`src/rtl/imed_pkg.sv`:
```
// imu motion event detector: shared widths, codes and beat types
// depends on nothing; used by every module of the block
package imed_pkg;

  // fixed point layout of the baseline
  localparam int BASE_FRAC_BITS = 16;
  localparam int SMP_W          = 16;
  localparam int FIX_W          = SMP_W + BASE_FRAC_BITS;
  localparam int DIF_W          = FIX_W + 1;

  // filter coefficient, alpha 0.02 in q16
  localparam int ALPHA_Q16      = 1311;
  localparam int ALPHA_W        = 12;
  localparam int ALPHA_SHIFT    = 16;
  localparam int PROD_W         = DIF_W + ALPHA_W;

  // deviation keeps a few fractional bits
  localparam int DEV_FRAC_BITS  = 8;
  localparam int DEV_SHIFT      = BASE_FRAC_BITS - DEV_FRAC_BITS;
  localparam int DEV_W          = DIF_W + 1 - DEV_SHIFT;

  // squares and sums
  localparam int SQ_W           = 2 * SMP_W - 1;
  localparam int SUM_W          = SQ_W + 2;
  localparam int DSQ_W          = 2 * DEV_W;
  localparam int DSUM_W         = DSQ_W + 2;
  localparam int LVL_W          = 16;
  localparam int LSQ_W          = 2 * LVL_W;
  localparam int MREF_W         = LSQ_W + 2 * DEV_FRAC_BITS;
  localparam int TIME_W         = 32;

  localparam int NUM_LANES      = 3;
  localparam int NUM_EV         = 4;

  // event bit positions
  localparam int EV_IMPACT      = 0;
  localparam int EV_MOVE        = 1;
  localparam int EV_ROTATE      = 2;
  localparam int EV_FALL        = 3;

  // configuration register indexes
  localparam int CFG_IDX_W      = 3;
  localparam logic [CFG_IDX_W-1:0] CFG_IMPACT   = 3'd0;
  localparam logic [CFG_IDX_W-1:0] CFG_MOVE     = 3'd1;
  localparam logic [CFG_IDX_W-1:0] CFG_ROTATE   = 3'd2;
  localparam logic [CFG_IDX_W-1:0] CFG_FREEFALL = 3'd3;
  localparam logic [CFG_IDX_W-1:0] CFG_HOLD     = 3'd4;
  localparam logic [CFG_IDX_W-1:0] CFG_WARMUP   = 3'd5;

  // item modes
  localparam logic MODE_SAMPLE = 1'b0;
  localparam logic MODE_CLEAR  = 1'b1;

  typedef struct packed {
    logic                    mode;
    logic signed [SMP_W-1:0] accel_x;
    logic signed [SMP_W-1:0] accel_y;
    logic signed [SMP_W-1:0] accel_z;
    logic signed [SMP_W-1:0] gyro_x;
    logic signed [SMP_W-1:0] gyro_y;
    logic signed [SMP_W-1:0] gyro_z;
    logic [TIME_W-1:0]       time_ms;
  } imed_in_t;

  typedef struct packed {
    logic [NUM_EV-1:0] event_bits;
    logic              motion_flag;
  } imed_out_t;

  typedef struct packed {
    logic [LVL_W-1:0] impact_level;
    logic [LVL_W-1:0] move_level;
    logic [LVL_W-1:0] rotate_level;
    logic [LVL_W-1:0] freefall_level;
    logic [LVL_W-1:0] freefall_hold_ms;
    logic [LVL_W-1:0] warmup_ms;
  } imed_cfg_t;

  // per-cycle enables from the sequencer to lanes and merge
  typedef struct packed {
    logic load;
    logic mul;
    logic upd;
    logic dev;
    logic sq;
    logic merge;
  } imed_step_t;

endpackage

```
`src/rtl/imed_merge.sv`:
```
// imu motion event detector: merge of lane results, warm-up, free fall, sticky events
// depends on imed_pkg
module imed_merge import imed_pkg::*; (
  input  logic              clk_i,
  input  logic              rst_ni,
  input  imed_step_t        step_i,
  input  logic              clear_i,
  input  logic [TIME_W-1:0] now_i,
  input  imed_cfg_t         cfg_i,
  input  logic [SQ_W-1:0]   acc_sq_i [NUM_LANES],
  input  logic [SQ_W-1:0]   gyr_sq_i [NUM_LANES],
  input  logic [DSQ_W-1:0]  dev_sq_i [NUM_LANES],
  output logic              seeded_o,
  output imed_out_t         res_o
);

  logic              seeded_q;
  logic [TIME_W-1:0] start_q;
  logic              warm_q;
  logic [SUM_W-1:0]  total_q;
  logic [SUM_W-1:0]  gyro_q;
  logic [LSQ_W-1:0]  impact_sq_q;
  logic [LSQ_W-1:0]  move_sq_q;
  logic [LSQ_W-1:0]  rotate_sq_q;
  logic [LSQ_W-1:0]  ff_sq_q;
  logic              fall_valid_q;
  logic [TIME_W-1:0] fall_since_q;
  logic [NUM_EV-1:0] events_q;
  logic              active_q;

  logic [SUM_W-1:0]  total_sum;
  logic [SUM_W-1:0]  gyro_sum;
  logic [DSUM_W-1:0] dev_sum;
  logic [TIME_W-1:0] elapsed;
  logic [TIME_W-1:0] fall_age;
  logic [MREF_W-1:0] move_ref_sq;
  logic [NUM_EV-1:0] hit;
  logic              fall_valid_d;
  logic [TIME_W-1:0] fall_since_d;
  logic [NUM_EV-1:0] events_d;
  logic              active_d;

  // lane sums
  always_comb begin
    total_sum = '0;
    gyro_sum  = '0;
    dev_sum   = '0;
    for (int i = 0; i < NUM_LANES; i++) begin
      total_sum = total_sum + SUM_W'(acc_sq_i[i]);
      gyro_sum  = gyro_sum + SUM_W'(gyr_sq_i[i]);
      dev_sum   = dev_sum + DSUM_W'(dev_sq_i[i]);
    end
  end

  assign elapsed     = now_i - start_q;
  assign fall_age    = now_i - fall_since_q;
  assign move_ref_sq = {move_sq_q, {(2 * DEV_FRAC_BITS){1'b0}}};

  // threshold tests, free-fall tracking and sticky event update
  always_comb begin
    hit          = '0;
    fall_valid_d = fall_valid_q;
    fall_since_d = fall_since_q;
    if (warm_q) begin
      hit[EV_IMPACT] = total_q >= SUM_W'(impact_sq_q);
      hit[EV_MOVE]   = dev_sum >= DSUM_W'(move_ref_sq);
      hit[EV_ROTATE] = gyro_q >= SUM_W'(rotate_sq_q);
      if (total_q <= SUM_W'(ff_sq_q)) begin
        if (!fall_valid_q) begin
          fall_valid_d = 1'b1;
          fall_since_d = now_i;
        end else if (fall_age >= TIME_W'(cfg_i.freefall_hold_ms)) begin
          hit[EV_FALL] = 1'b1;
        end
      end else begin
        fall_valid_d = 1'b0;
      end
    end
    if (clear_i) begin
      events_d = '0;
      active_d = 1'b0;
    end else begin
      events_d = events_q | hit;
      active_d = active_q | (|hit);
    end
  end

  // control state
  always_ff @(posedge clk_i or negedge rst_ni) begin
    if (!rst_ni) begin
      seeded_q     <= 1'b0;
      fall_valid_q <= 1'b0;
      events_q     <= '0;
      active_q     <= 1'b0;
    end else begin
      if (step_i.load) begin
        seeded_q <= 1'b1;
      end
      if (step_i.merge) begin
        events_q <= events_d;
        active_q <= active_d;
        if (!clear_i) begin
          fall_valid_q <= fall_valid_d;
        end
      end
    end
  end

  // datapath registers
  always_ff @(posedge clk_i) begin
    if (step_i.load && !seeded_q) begin
      start_q <= now_i;
    end
    if (step_i.mul) begin
      total_q     <= total_sum;
      gyro_q      <= gyro_sum;
      warm_q      <= elapsed >= TIME_W'(cfg_i.warmup_ms);
      impact_sq_q <= cfg_i.impact_level * cfg_i.impact_level;
      move_sq_q   <= cfg_i.move_level * cfg_i.move_level;
      rotate_sq_q <= cfg_i.rotate_level * cfg_i.rotate_level;
      ff_sq_q     <= cfg_i.freefall_level * cfg_i.freefall_level;
    end
    if (step_i.merge && !clear_i) begin
      fall_since_q <= fall_since_d;
    end
  end

  assign seeded_o          = seeded_q;
  assign res_o.event_bits  = events_d;
  assign res_o.motion_flag = active_d;

endmodule

```
`config.mk`:
```
export PLATFORM = sky130hd
export DESIGN_NAME = imed_merge
export DESIGN_NICKNAME = d
export VERILOG_FILES = /design/src/rtl/imed_pkg.sv /design/src/rtl/imed_merge.sv
export SDC_FILE = /design/constraint.sdc
export NUM_CORES = 2
export LEC_CHECK = 0
export ABC_AREA = 0
export CAP_MARGIN = 20
export CORE_MARGIN = 2
export CORE_UTILIZATION = 65
export DETAILED_ROUTE_END_ITERATION = 16
export DONT_BUFFER_PORTS = 1
export PLACE_DENSITY = 0.81
export SLEW_MARGIN = 10
export SYNTH_ARGS = -nofsm -noshare
export SYNTH_HDL_FRONTEND = slang
export SYNTH_SLANG_ARGS = --single-unit
```
`constraint.sdc`:
```
create_clock -name clk_i -period 7.9 [get_ports clk_i]
set_input_delay 0.79 -clock clk_i [delete_from_list [all_inputs] [get_ports clk_i]]
set_output_delay 0.79 -clock clk_i [all_outputs]
set_load 0.05 [all_outputs]
```
-- Word level (Yosys, flattened, before mapping)
Index checks and enable logic that the tools add are counted.
- bits in registers: 266
- word-level logic and storage cells: 49
- add/subtract/negate cells: 8
- multipliers: 4
- order comparisons: 6
- muxes and demuxes: 7
- bitwise logic cells: 4
- reductions and logical operators: 7
- operators with widths (cell ; count):
    16-bit by 16-bit multiplier with 32-bit output ; 4
    32-bit by 31-bit adder with 33-bit output ; 2
    33-bit by 32-bit >= comparator with 1-bit output ; 2
    31-bit by 31-bit adder with 32-bit output ; 2
    32-bit by 16-bit >= comparator with 1-bit output ; 2
    32-bit subtractor ; 2
    53-bit by 52-bit adder with 54-bit output ; 1
    54-bit by 48-bit >= comparator with 1-bit output ; 1
    52-bit by 52-bit adder with 53-bit output ; 1
    33-bit by 32-bit <= comparator with 1-bit output ; 1
    4-bit two-way mux ; 2
    1-bit two-way mux ; 5
    4-bit bitwise OR ; 1
    4-bit AND reduction ; 1
    4-bit OR reduction ; 1
    3-bit AND reduction ; 1
    1-bit logical AND ; 2
    1-bit zero test ; 2
    1-bit inverter ; 2
    1-bit bitwise OR ; 1

-- Longest topological paths before layout
- word-level depth: 9
- mapped depth: 29
- mapped depth without buffers: 28

-- Worst setup path after synthesis
OpenSTA, ideal clock, no wires.
- path kind: input to output
- from: in dev_sq_i[1] in the netlist's numbering
- to: out res_o[2] in the netlist's numbering
- data arrival time: 6.571 ns
- setup slack: 0.539 ns
- cell stages on the path: 26
- path buffers: 0
- cells stage by stage: fa_1 ha_1 inv_1 fa_1 nor2b_1 o2111ai_1 a31o_1 a2111oi_0 a21oi_1 o31ai_1 a31oi_1 o21ai_1 a31oi_1 xnor2_1 ha_1 nand2_1 nor3_1 nand3_1 a31oi_1 o21ai_0 or3_1 nor4_1 a2111oi_2 o211ai_1 o21ai_1 a21oi_1
- RTL lines (item ; RTL line ; RTL):
    from (decl) ; imed_merge.sv:12 ; input logic [DSQ_W-1:0] dev_sq_i [NUM_LANES],
    to (decl) ; imed_merge.sv:14 ; output imed_out_t res_o

==> results.yml <==
logic_synthesis:
  synth_top_area_share: 0.2967
  yosysTopAreaCell: "fa_1"
  avgSynthCellArea_um2: 9.324
  synth_top_flop_cell: "edfxtp_1"
  synth-seq-cells: 262
  ys_seq_area_frac: 0.1498
  syn_area_um2: 52290
  synth.net_count: 7592
  yosys_warnings: 0
  synth_edf_count: 255
  yosysUniqueCellTypes: 87
  async_flop_share: 0.02672
  syn_inst: 5608
  synth_area_leaders: "fa_1 30%, ha_1 17%, edfxtp_1 15%, inv_1 9.2%, xnor2_1 3.0%"
place:
  port_buffers: 0
  gp_congestion: 0.9636
  dp_hpwl_mm: 109.7
  place_ws_ns: -0.1947
sta:
  setup_viol: 0
  max_slew_margin: 0.2825
  finalHoldViolations: 0
  slew_viol_final: 0
  finalWorstSetupSlack_ns: 0.2756
  period_minus_slack_ns: 7.624
  holdWs_ns: 0.2942
  tightest_slew_ns: 1.072
  fin_crit_sh: 0.9651
  max_freq_ghz: 0.1312
  fin_skew_ns: 0.02091
  tns_ns: 0
critical_path:
  crit_type: "in -> out"
  cp-end-kind: "output port"
  arrival_ns: 6.83
  reg2reg_to: "warm_q"
  critical_path.max_stage_delay_ns: 0.54
  r2r_start: "start_q[1]"
  crit_top_cell: "buf_4"
  rrSetupSlack_ns: 2.66
  worstPathRequired_ns: 7.11
  r2r_cells: 20
  start_kind: "input pin"
  cp_max_fo: 3
  slowest_stage: "fa_1"
finish:
  drive_gt1_frac: 0.02521
  fin_util: 0.6807
  n_antenna_cell: 0
  final_cell_mix: "1,279 x inv_1, 774 x fa_1, 730 x ha_1"
  areaGrowthSynthToFinish_pct: 4.180
  num-nets-final: 7556
  final_common_cell: "inv_1"
global_routing:
  antenna_found_initial: 0
  grt_max_degree: 192
  overflow: 0
  grt_pass1_vias: 40410
  grt_pass1_wl_mm: 205.9
  track_usage: 0.3137
clock_network:
  htree_levels: 1
  clk_pin_slew_worst_paths_ns: 0.06
  cts_tree: "done"
  cts_made_buffers: 30
  clock-sinks: 262
  clockRootBuffer: "clkbuf_16"
  cts_max_path_buffers: 3
  clk_latency_ns: 0.59
floorplan:
  io_pins: 485
  die_h_um: 287.6
  fp-row-count: 104
  die-area_um2: 82730
  start_util: 0.6534
  die_x_um: 287.6
  core_area_um2: 80030
power:
  p_comb_frac: 0.803
  power_density_nw_per_um2: 410.3
  p_total_mw: 22.35
  irDropWorstVdd_mv: 0.6483
  clockPowerShare: 0.060
  p_sw_mw: 11.02
  power.internal_mw: 11.33
  leakage_nw: 27.72
  seqPwrFrac: 0.137
  swShare: 0.4930
drt:
  dr.pass1.iters: 7
  wl_per_cell_um: 19.37
  drt_iter0_drc: 2597
  drc: 0
  dr_total_vias: 38810
  finalWirelength_mm: 128.9
  detail-route-antenna-nets: 0
  vias_per_cell: 5.833
worst_hold_path:
  hold_depth: 0
  whs_endpoint: "impact_sq_q[0]"
  hold_start: "cfg_i[80]"
  hp-class: "in -> reg"
run_status:
  status: "completed"
run:
  maxCapViolations: 0
==> power by group through the flow <==
| stage | logic (mW) | registers (mW) | clock network [mW] |
|---|---|---|---|
| 2_1_floorplan | 13.7 | 2.98 | 0 |
| 3_3_place_gp | 17.2 | 3.07 | 0 |
| 3_5_place_dp | 17.7 | 3.08 | 0 |
| 4_1_cts | 17.9 | 3.06 | 1.35 |
| 5_1_grt | 20.3 | 3.09 | 1.40 |
| 6_report | 18.0 | 3.06 | 1.34 |
==> through the flow <==
| stage | area, um^2 | std cells |
|---|---|---|
| floorplan | 52290 | 5608 |
| global placement | 53450 | 6597 |
| detailed placement | 53450 | 6597 |
| CTS | 54400 | 6653 |
| global route | 54470 | 6654 |
| finish | 54470 | 6654 |
==> state kept, by name, summed over array words and instances, names as in the netlist <==
register	flops
active_q	1
events_q	4
fall_since_q	32
fall_valid_q	1
ff_sq_q	31
gyro_q	33
impact_sq_q	31
move_sq_q	31
rotate_sq_q	31
seeded_o	1
start_q	32
total_q	33
warm_q	1
==> worst max path at each step <==
stage,depth (start not counted),to,slack [ns],start
after floorplan,26,res_o[2],0.54,dev_sq_i[1]
after global placement,28,res_o[2],-0.10,dev_sq_i[1]
after detailed placement,28,res_o[2],-0.19,dev_sq_i[1]
after CTS,27,res_o[0],0.06,dev_sq_i[1]
after global routing,31,res_o[0],-0.04,dev_sq_i[0]
final,27,res_o[0],0.28,dev_sq_i[1]
==> layout make-up <==
cell class | count | area [um^2]
timing repair buffer | 30 | 227.7
fill | 6164 | 25550
inverter | 1279 | 4801
clock inverter | 17 | 142.6
clock buffer | 37 | 777.0
sequential | 262 | 7833
multi-input combinational | 3969 | 39370
tap | 1060 | 1326
==> layer usage <==
layer	wire (um)	global-route usage	vias to the layer above
met1	52200	0.4054	18920
met2	60800	0.5251	1461
li1	-	-	18110
met5	0	0	-
met4	5777	0.1232	0
met3	10090	0.05634	329
==> worst max-delay path, delay by kind of cell <==
| family | cells | cell delay [ns] |
|---|---|---|
| xor gates and xnor gates | 1 | 0.12 |
| buffers and inverters | 4 | 0.65 |
| adders and majority gates | 4 | 1.45 |
| and+or+nand+nor | 1 | 0.15 |
| AOI/OAI and AO/OA | 17 | 3.65 |
==> logic make-up after synthesis <==
kind of cell,count (synthesis),share of synthesized area
AND/OR/NAND/NOR,1252,0.1165
flip-flops,262,0.1498
AO/OA/AOI/OAI,919,0.1133
buffers and inverters,1377,0.09909
multiplexers,20,0.004116
adder cells (fa/ha/maj),1505,0.4714
XOR/XNOR,273,0.04573
==> what timing repair did <==
action                                 4_1_cts  5_1_grt
setup endpoints to repair                    2        2
pin swaps                                    0        5
endpoints found under the hold margin        7        0
gates resized for setup                      3       15
hold buffers                                 1        0
gates cloned                                 0        0
setup buffers                                1        0
==> cell usage after synthesis, types with 144 or more instances <==
master	number
and2_1	202
inv_1	1279
nand2_1	398
ha_1	730
a21oi_1	298
nor2_1	269
o21ai_0	144
fa_1	775
edfxtp_1	255
xnor2_1	182
a21o_1	146
(Power assumes the default switching activity.)
