$ cat config.mk
export PLATFORM = sky130hd
export DESIGN_NAME = imed_lane
export DESIGN_NICKNAME = d
export VERILOG_FILES = /design/src/rtl/imed_pkg.sv /design/src/rtl/imed_lane.sv
export SDC_FILE = /design/constraint.sdc
export NUM_CORES = 2
export LEC_CHECK = 0
export BUFFER_PORTS_ARGS = -buffer_cell sky130_fd_sc_hd__clkbuf_2
export CAP_MARGIN = 40
export CORE_ASPECT_RATIO = 0.6
export CORE_UTILIZATION = 65
export CTS_BUF_LIST = sky130_fd_sc_hd__clkbuf_2 sky130_fd_sc_hd__clkbuf_4 sky130_fd_sc_hd__clkbuf_8
export CTS_CLUSTER_DIAMETER = 50
export DETAILED_ROUTE_END_ITERATION = 16
export PLACE_DENSITY = 0.86
export SETUP_SLACK_MARGIN = 0.4
export SKIP_LAST_GASP = 1
export SYNTH_ARGS = -nofsm -noshare
export SYNTH_HDL_FRONTEND = slang
export SYNTH_SLANG_ARGS = --single-unit
$ cat constraint.sdc
create_clock -name clk_i -period 16.1 [get_ports clk_i]
set_clock_uncertainty 0.15 [all_clocks]
set_input_delay 2.415 -clock clk_i [delete_from_list [all_inputs] [get_ports clk_i]]
set_output_delay 2.415 -clock clk_i [all_outputs]
set_load 0.05 [all_outputs]
$ cat src/rtl/imed_pkg.sv
// imu motion event detector: shared widths, codes and beat types
// depends on nothing; used by every module of the block
package imed_pkg;

  // fixed point layout of the baseline
  localparam int BASE_FRAC_BITS = 16;
  localparam int SMP_W          = 16;
  localparam int FIX_W          = SMP_W + BASE_FRAC_BITS;
  localparam int DIF_W          = FIX_W + 1;

  // filter coefficient, alpha 0.02 in q16
  localparam int ALPHA_Q16      = 1311;
  localparam int ALPHA_W        = 12;
  localparam int ALPHA_SHIFT    = 16;
  localparam int PROD_W         = DIF_W + ALPHA_W;

  // deviation keeps a few fractional bits
  localparam int DEV_FRAC_BITS  = 8;
  localparam int DEV_SHIFT      = BASE_FRAC_BITS - DEV_FRAC_BITS;
  localparam int DEV_W          = DIF_W + 1 - DEV_SHIFT;

  // squares and sums
  localparam int SQ_W           = 2 * SMP_W - 1;
  localparam int SUM_W          = SQ_W + 2;
  localparam int DSQ_W          = 2 * DEV_W;
  localparam int DSUM_W         = DSQ_W + 2;
  localparam int LVL_W          = 16;
  localparam int LSQ_W          = 2 * LVL_W;
  localparam int MREF_W         = LSQ_W + 2 * DEV_FRAC_BITS;
  localparam int TIME_W         = 32;

  localparam int NUM_LANES      = 3;
  localparam int NUM_EV         = 4;

  // event bit positions
  localparam int EV_IMPACT      = 0;
  localparam int EV_MOVE        = 1;
  localparam int EV_ROTATE      = 2;
  localparam int EV_FALL        = 3;

  // configuration register indexes
  localparam int CFG_IDX_W      = 3;
  localparam logic [CFG_IDX_W-1:0] CFG_IMPACT   = 3'd0;
  localparam logic [CFG_IDX_W-1:0] CFG_MOVE     = 3'd1;
  localparam logic [CFG_IDX_W-1:0] CFG_ROTATE   = 3'd2;
  localparam logic [CFG_IDX_W-1:0] CFG_FREEFALL = 3'd3;
  localparam logic [CFG_IDX_W-1:0] CFG_HOLD     = 3'd4;
  localparam logic [CFG_IDX_W-1:0] CFG_WARMUP   = 3'd5;

  // item modes
  localparam logic MODE_SAMPLE = 1'b0;
  localparam logic MODE_CLEAR  = 1'b1;

  typedef struct packed {
    logic                    mode;
    logic signed [SMP_W-1:0] accel_x;
    logic signed [SMP_W-1:0] accel_y;
    logic signed [SMP_W-1:0] accel_z;
    logic signed [SMP_W-1:0] gyro_x;
    logic signed [SMP_W-1:0] gyro_y;
    logic signed [SMP_W-1:0] gyro_z;
    logic [TIME_W-1:0]       time_ms;
  } imed_in_t;

  typedef struct packed {
    logic [NUM_EV-1:0] event_bits;
    logic              motion_flag;
  } imed_out_t;

  typedef struct packed {
    logic [LVL_W-1:0] impact_level;
    logic [LVL_W-1:0] move_level;
    logic [LVL_W-1:0] rotate_level;
    logic [LVL_W-1:0] freefall_level;
    logic [LVL_W-1:0] freefall_hold_ms;
    logic [LVL_W-1:0] warmup_ms;
  } imed_cfg_t;

  // per-cycle enables from the sequencer to lanes and merge
  typedef struct packed {
    logic load;
    logic mul;
    logic upd;
    logic dev;
    logic sq;
    logic merge;
  } imed_step_t;

endpackage

$ cat src/rtl/imed_lane.sv
// imu motion event detector: one axis lane (baseline filter, deviation, squares)
// depends on imed_pkg
module imed_lane import imed_pkg::*; (
  input  logic                    clk_i,
  input  imed_step_t              step_i,
  input  logic                    seeded_i,
  input  logic signed [SMP_W-1:0] accel_i,
  input  logic signed [SMP_W-1:0] gyro_i,
  output logic [SQ_W-1:0]         acc_sq_o,
  output logic [SQ_W-1:0]         gyr_sq_o,
  output logic [DSQ_W-1:0]        dev_sq_o
);

  localparam logic signed [ALPHA_W-1:0] ALPHA_C   = ALPHA_W'(ALPHA_Q16);
  localparam logic [PROD_W-1:0]         ALPHA_RND = PROD_W'(1) << (ALPHA_SHIFT - 1);
  localparam logic [DIF_W:0]            DEV_RND   = (DIF_W + 1)'((1 << DEV_SHIFT) >> 1);

  logic signed [FIX_W-1:0]   base_q;
  logic signed [DIF_W-1:0]   dif_q;
  logic signed [DIF_W-1:0]   adj_q;
  logic signed [DEV_W-1:0]   dev_q;
  logic [SQ_W-1:0]           acc_sq_q;
  logic [SQ_W-1:0]           gyr_sq_q;
  logic [DSQ_W-1:0]          dev_sq_q;

  logic signed [FIX_W-1:0]   fixed;
  logic signed [DIF_W-1:0]   dif_d;
  logic signed [PROD_W-1:0]  prod;
  logic signed [PROD_W-1:0]  prod_rnd;
  logic signed [PROD_W-1:0]  prod_sh;
  logic signed [FIX_W-1:0]   base_upd;
  logic signed [DIF_W:0]     dev_rnd;
  logic signed [DIF_W:0]     dev_sh;
  logic signed [2*SMP_W-1:0] acc_p;
  logic signed [2*SMP_W-1:0] gyr_p;
  logic signed [DSQ_W-1:0]   dev_p;

  // sample scaled to baseline format
  assign fixed = {accel_i, {BASE_FRAC_BITS{1'b0}}};

  // distance to baseline, zero on the seeding sample
  assign dif_d = seeded_i ? ({fixed[FIX_W-1], fixed} - {base_q[FIX_W-1], base_q}) : '0;

  // alpha step, rounded half up
  assign prod     = dif_q * ALPHA_C;
  assign prod_rnd = prod + $signed(ALPHA_RND);
  assign prod_sh  = prod_rnd >>> ALPHA_SHIFT;

  assign base_upd = base_q + adj_q[FIX_W-1:0];

  // deviation after the update, rounded to the deviation format
  assign dev_rnd = {{2{fixed[FIX_W-1]}}, fixed} - {{2{base_q[FIX_W-1]}}, base_q}
                   + $signed(DEV_RND);
  assign dev_sh  = dev_rnd >>> DEV_SHIFT;

  // raw squares
  assign acc_p = accel_i * accel_i;
  assign gyr_p = gyro_i * gyro_i;
  assign dev_p = dev_q * dev_q;

  // lane registers, each step one operation deep
  always_ff @(posedge clk_i) begin
    if (step_i.load) begin
      if (!seeded_i) begin
        base_q <= fixed;
      end
      dif_q    <= dif_d;
      acc_sq_q <= acc_p[SQ_W-1:0];
      gyr_sq_q <= gyr_p[SQ_W-1:0];
    end
    if (step_i.mul) begin
      adj_q <= prod_sh[DIF_W-1:0];
    end
    if (step_i.upd) begin
      base_q <= base_upd;
    end
    if (step_i.dev) begin
      dev_q <= dev_sh[DEV_W-1:0];
    end
    if (step_i.sq) begin
      dev_sq_q <= dev_p;
    end
  end

  assign acc_sq_o = acc_sq_q;
  assign gyr_sq_o = gyr_sq_q;
  assign dev_sq_o = dev_sq_q;

endmodule

Word-level counts from Yosys, hierarchy flattened
Cells that the tools add are included.
- word-level logic and storage cells: 22
- register bits: 234
- input bits: 40
- eq/ne operators: 1
- add/sub/neg operators: 5
- mux-type cells: 3
- multiply operators: 4
- reductions and logical operators: 2
- operators with widths (cell ; count):
    $mux 32 ; 3
    $sub 32x32->33 ; 2
    $mul 16x16->31 ; 2
    $mul 26x26->52 ; 1
    $add 45x17->45 const B ; 1
    $mul 33x12->45 const B ; 1
    $add 33x9->34 const B ; 1
    $add 32x32->32 ; 1
    $ne 2x2->1 const B ; 1
    $reduce_and 2->1 ; 1
    $reduce_bool 2->1 ; 1

Depth between registers and ports, before layout
- depth after elaboration: 3
- depth in mapped cells: 28
- depth with buffers taken out: 26

Worst setup path before layout
Ideal clock, no wire load.
- kind: input to register
- start point: in gyro_i[1]
- end point: reg gyr_sq_q[29] (netlist: gyr_sq_o[29]), data pin
- arrival: 8.437 ns
- path buffers: 2
- stages on the path: 24
- setup slack: 7.255 ns
- data required time: 15.692 ns
- cell sequence: clkbuf_1 > clkbuf_1 > nand2_1 > fa_1 > inv_1 > fa_1 > inv_1 > fa_1 > inv_1 > fa_1 > inv_1 > fa_1 > inv_1 > fa_1 > ha_1 > a21o_1 > a211o_1 > a221oi_2 > a21oi_1 > or4_4 > a311o_1 > a31o_1 > a21oi_2 > xnor2_1
- longest elaborated chain between the ends: 1
- ends and longest elaborated chain (item ; RTL line ; source):
    start: declaration ; imed_lane.sv:8 ; input logic signed [SMP_W-1:0] gyro_i,
    $mul 16x16->31 ; imed_lane.sv:58 ; assign gyr_p = gyro_i * gyro_i;
    via gyr_p[29] ; imed_lane.sv:35 ; logic signed [2*SMP_W-1:0] gyr_p;
    end signal: assignment ; imed_lane.sv:69 ; gyr_sq_q <= gyr_p[SQ_W-1:0];
    end: declaration ; imed_lane.sv:23 ; logic [SQ_W-1:0] gyr_sq_q;
The timed path passes the listed nets, and every way through them passes these cells.
A chain may end at the register's enable or synchronous reset.

Worst setup path in the final report
- start point: reg dev_q[3]
- end point: reg dev_sq_q[50] (netlist: dev_sq_o[50]), data pin
- longest elaborated chain between the ends: 1
- ends and longest elaborated chain (item ; RTL line ; source):
    start: declaration ; imed_lane.sv:21 ; logic signed [DEV_W-1:0] dev_q;
    start signal: assignment ; imed_lane.sv:78 ; dev_q <= dev_sh[DEV_W-1:0];
    $mul 26x26->52 ; imed_lane.sv:59 ; assign dev_p = dev_q * dev_q;
    via dev_p[50] ; imed_lane.sv:36 ; logic signed [DSQ_W-1:0] dev_p;
    end signal: assignment ; imed_lane.sv:81 ; dev_sq_q <= dev_p;
    end: declaration ; imed_lane.sv:24 ; logic [DSQ_W-1:0] dev_sq_q;
The timed path passes the listed nets, and every way through them passes these cells.

==> results.cfg <==
[timing]
finalHoldViolCount = 0
tns_ns = 0
rsz0062_at_grt = false
finalSetupViolCount = 0
period_minus_slack_ns = 8.86
tightestPinTransition_ns = 0.953
slew_headroom_pct = 34.8
max_freq_ghz = 0.113
final.setup.worst_slack_ns = 7.24
maxSlewViolCount = 0
post-route-period-util_pct = 55.0

[outcome]
status = finished clean

[cts]
cts_buffers = 45
insertion_delay_ns = 0.68
clock_path_buffers = 3
h-tree-depth = 2
cts_setup_buffers = 0
cts_root_buf = clkbuf_8
cts.clk_slew.worst_paths_ns = 0.07
cts_hold_buf = 0
cts_resized = 0
cts_sinks = 231
tritoncts = built

[global_routing]
track_usage_pct = 32.1
grt_antenna_before_repair = 3
grt_pass1_wl_um = 224000
grt_pass1_vias = 43100
grt_max_degree = 52
grt-ovfl-total = 0

[worst_setup_path]
r2r-start = dev_q[3]$_DFFE_PP_
rrSetupSlack_ns = 7.24
worstSetupEndpointType = flip-flop
cp-start-kind = flip-flop
arrival_ns = 9.13
crit_path_frequent_cell = fa_1
crit_slowest_cell = a2111oi_0
crit_chain = buf_4, inv_1, nor2_1, fa_1, fa_1, inv_1, fa_1, fa_1, inv_1, fa_1, fa_1, inv_1, fa_1, inv_1, ha_1, a21o_1, a21o_1, a2111oi_0, o31ai_1, a211oi_1, o21bai_1, a21oi_2, o31ai_1, a311o_1
reg2regPathDepth = 24
crit_type = reg2reg
critPathMaxStageDelay_ns = 0.68
rr_endpoint = dev_sq_o[50]$_DFFE_PP_
required_ns = 16.36
cp_max_fo = 25

[synthesis]
ys_types = 75
synthTopCellsByArea = fa_1, edfxtp_1, ha_1, inv_1, nand2_1
synth_area_um2 = 57200
yosysTopAreaCellShare_pct = 44.6
syn_inst = 5740
synth-seq-cells = 231
synth_edf_count = 231
yosysWarnings = 0
synth_common_cells = inv_1, fa_1, ha_1
synth-async-reset-ratio_pct = 0
synth_top_flop_cell = edfxtp_1
synth_top_area_cell = fa_1
synth_seq_area_share_pct = 12.1
avgSynthCellArea_um2 = 9.97
synth.most_common_cell = inv_1

[routing]
wl_met2_um = 58000
dr.pass1.iters = 6
drtIter0Drc = 3309
via_count = 39500
route.met3.wl_um = 16200
antenna_left = 0
routed_wl_um = 134000
wl_per_cell_um = 19.1
top_layer_used = met5
viasPerCell = 5.64
route.detailed.drc = 0
routedLengthMet1_um = 56300

[placement]
portBuffers = 149
gp_congestion = 0.945
dp_slack_ns = 6.69
dpl.hpwl_um = 111000

[floorplanning]
die_w_um = 385
core_area_um2 = 86300
fp.dieH_um = 232
die-area_um2 = 89300
start_util_pct = 66.3
io_pins = 154
placementRows = 83

[hold_path]
hold_class = reg2reg
min_from = base_q[0]$_SDFFCE_PN0P_
holdPathEnd = dif_q[0]$_SDFFCE_PN0P_
holdPathStages = 2

[job]
max_cap_violations = 0

[cells_and_area]
syn2layout_area_growth_pct = 5.01
fin_nets = 7685
drive_gt1_share_pct = 5.00
how the worst max path moves through the flow:
stage / start / to / slack, ns / depth (start not counted)
after global placement: gyro_i[4] / gyr_sq_o[29]$_DFFE_PP_ / 6.75 / 23
after detailed placement: gyro_i[15] / gyr_sq_o[29]$_DFFE_PP_ / 6.69 / 20
after floorplan: gyro_i[1] / gyr_sq_o[29]$_DFFE_PP_ / 7.26 / 24
after global routing: dev_q[3]$_DFFE_PP_ / dev_sq_o[50]$_DFFE_PP_ / 6.81 / 24
after CTS: dev_q[3]$_DFFE_PP_ / dev_sq_o[50]$_DFFE_PP_ / 7.35 / 24
final: dev_q[3]$_DFFE_PP_ / dev_sq_o[50]$_DFFE_PP_ / 7.24 / 24
logic make-up (layout without fill, tap and decap cells):
logic type | count (synthesis) | after routing | synth area share, %
DFF | 231 | 231 | 12.1
other | 1 | 4 | 0.00655
muxes | 22 | 22 | 0.404
adders and majority gates | 1822 | 1822 | 56.5
buffers and inverters | 1751 | 1866 | 11.5
and+or+nand+nor | 1102 | 1102 | 9.29
xor gates and xnor gates | 248 | 248 | 3.79
AOI/OAI and AO/OA | 563 | 563 | 6.34
through the flow:
stage / hold WS, ns / area (um2) / instances / utilization [%]
floorplan: 0.296 / 57200 / 5742 / -
global placement: 0.464 / 59100 / 6920 / 68.5
detailed placement: 0.492 / 59100 / 6921 / 68.5
CTS: 0.469 / 60100 / 7002 / 69.6
global route: 0.509 / 60100 / 7005 / 69.7
finish: 0.483 / 60100 / 7005 / 69.7
metal layers:
metal | vias to the layer above | global-route usage, %
li1 | 17500 | -
met1 | 19700 | 47.3
met2 | 2000 | 47.1
met3 | 255 | 9.23
met4 | 2 | 7.78
met5 | - | 0
area by class of cell:
| class | count | area [um2] |
|---|---|---|
| diodes | 1 | 2.50 |
| clock buffers | 51 | 671 |
| clock inverters | 30 | 285 |
| fillers | 6149 | 26200 |
| inverters | 1601 | 6010 |
| multi-input cells | 3760 | 43700 |
| flip-flops and latches | 231 | 6940 |
| well taps | 1147 | 1440 |
| repair buffers | 184 | 1040 |
worst max-delay path, delay by kind of cell, from the launching register on:
kind                       cells  cell delay [ns]
adders and majority gates      8             3.95
AOI/OAI and AO/OA              9             2.96
DFF                            1             0.34
buffers and inverters          6             0.93
and+or+nand+nor                1             0.27
cells in the final DEF, fill, tap and decap left out, drive strengths merged, types with 13 or more instances in the layout:
cell,synthesis,final
nand4,22,22
o31ai,18,18
ha,548,548
clkbuf,140,200
fa,1274,1274
and2,240,240
edfxtp,231,231
or3,16,16
xor2,83,83
nand2,411,411
nand3,31,31
a211oi,21,21
nor2b,34,34
nand2b,42,42
nor3,37,37
a21o,100,100
mux2i,13,13
nor2,200,200
o21bai,18,18
a31oi,17,17
or2,17,17
o21ai,101,101
clkinv,1,22
and3,21,21
a21oi,173,173
inv,1600,1603
xnor2,165,165
buf,10,35
o21a,34,34
state kept, by name, summed over array words and instances, names as in the netlist:
register  flops
gyr_sq_o     30
acc_sq_o     30
dev_sq_o     51
dif_q        33
dev_q        26
base_q       32
adj_q        29
Power is left out: the tool's default activity adds up to more than one toggle a clock period on the data nets, which glitch-free logic cannot reach.
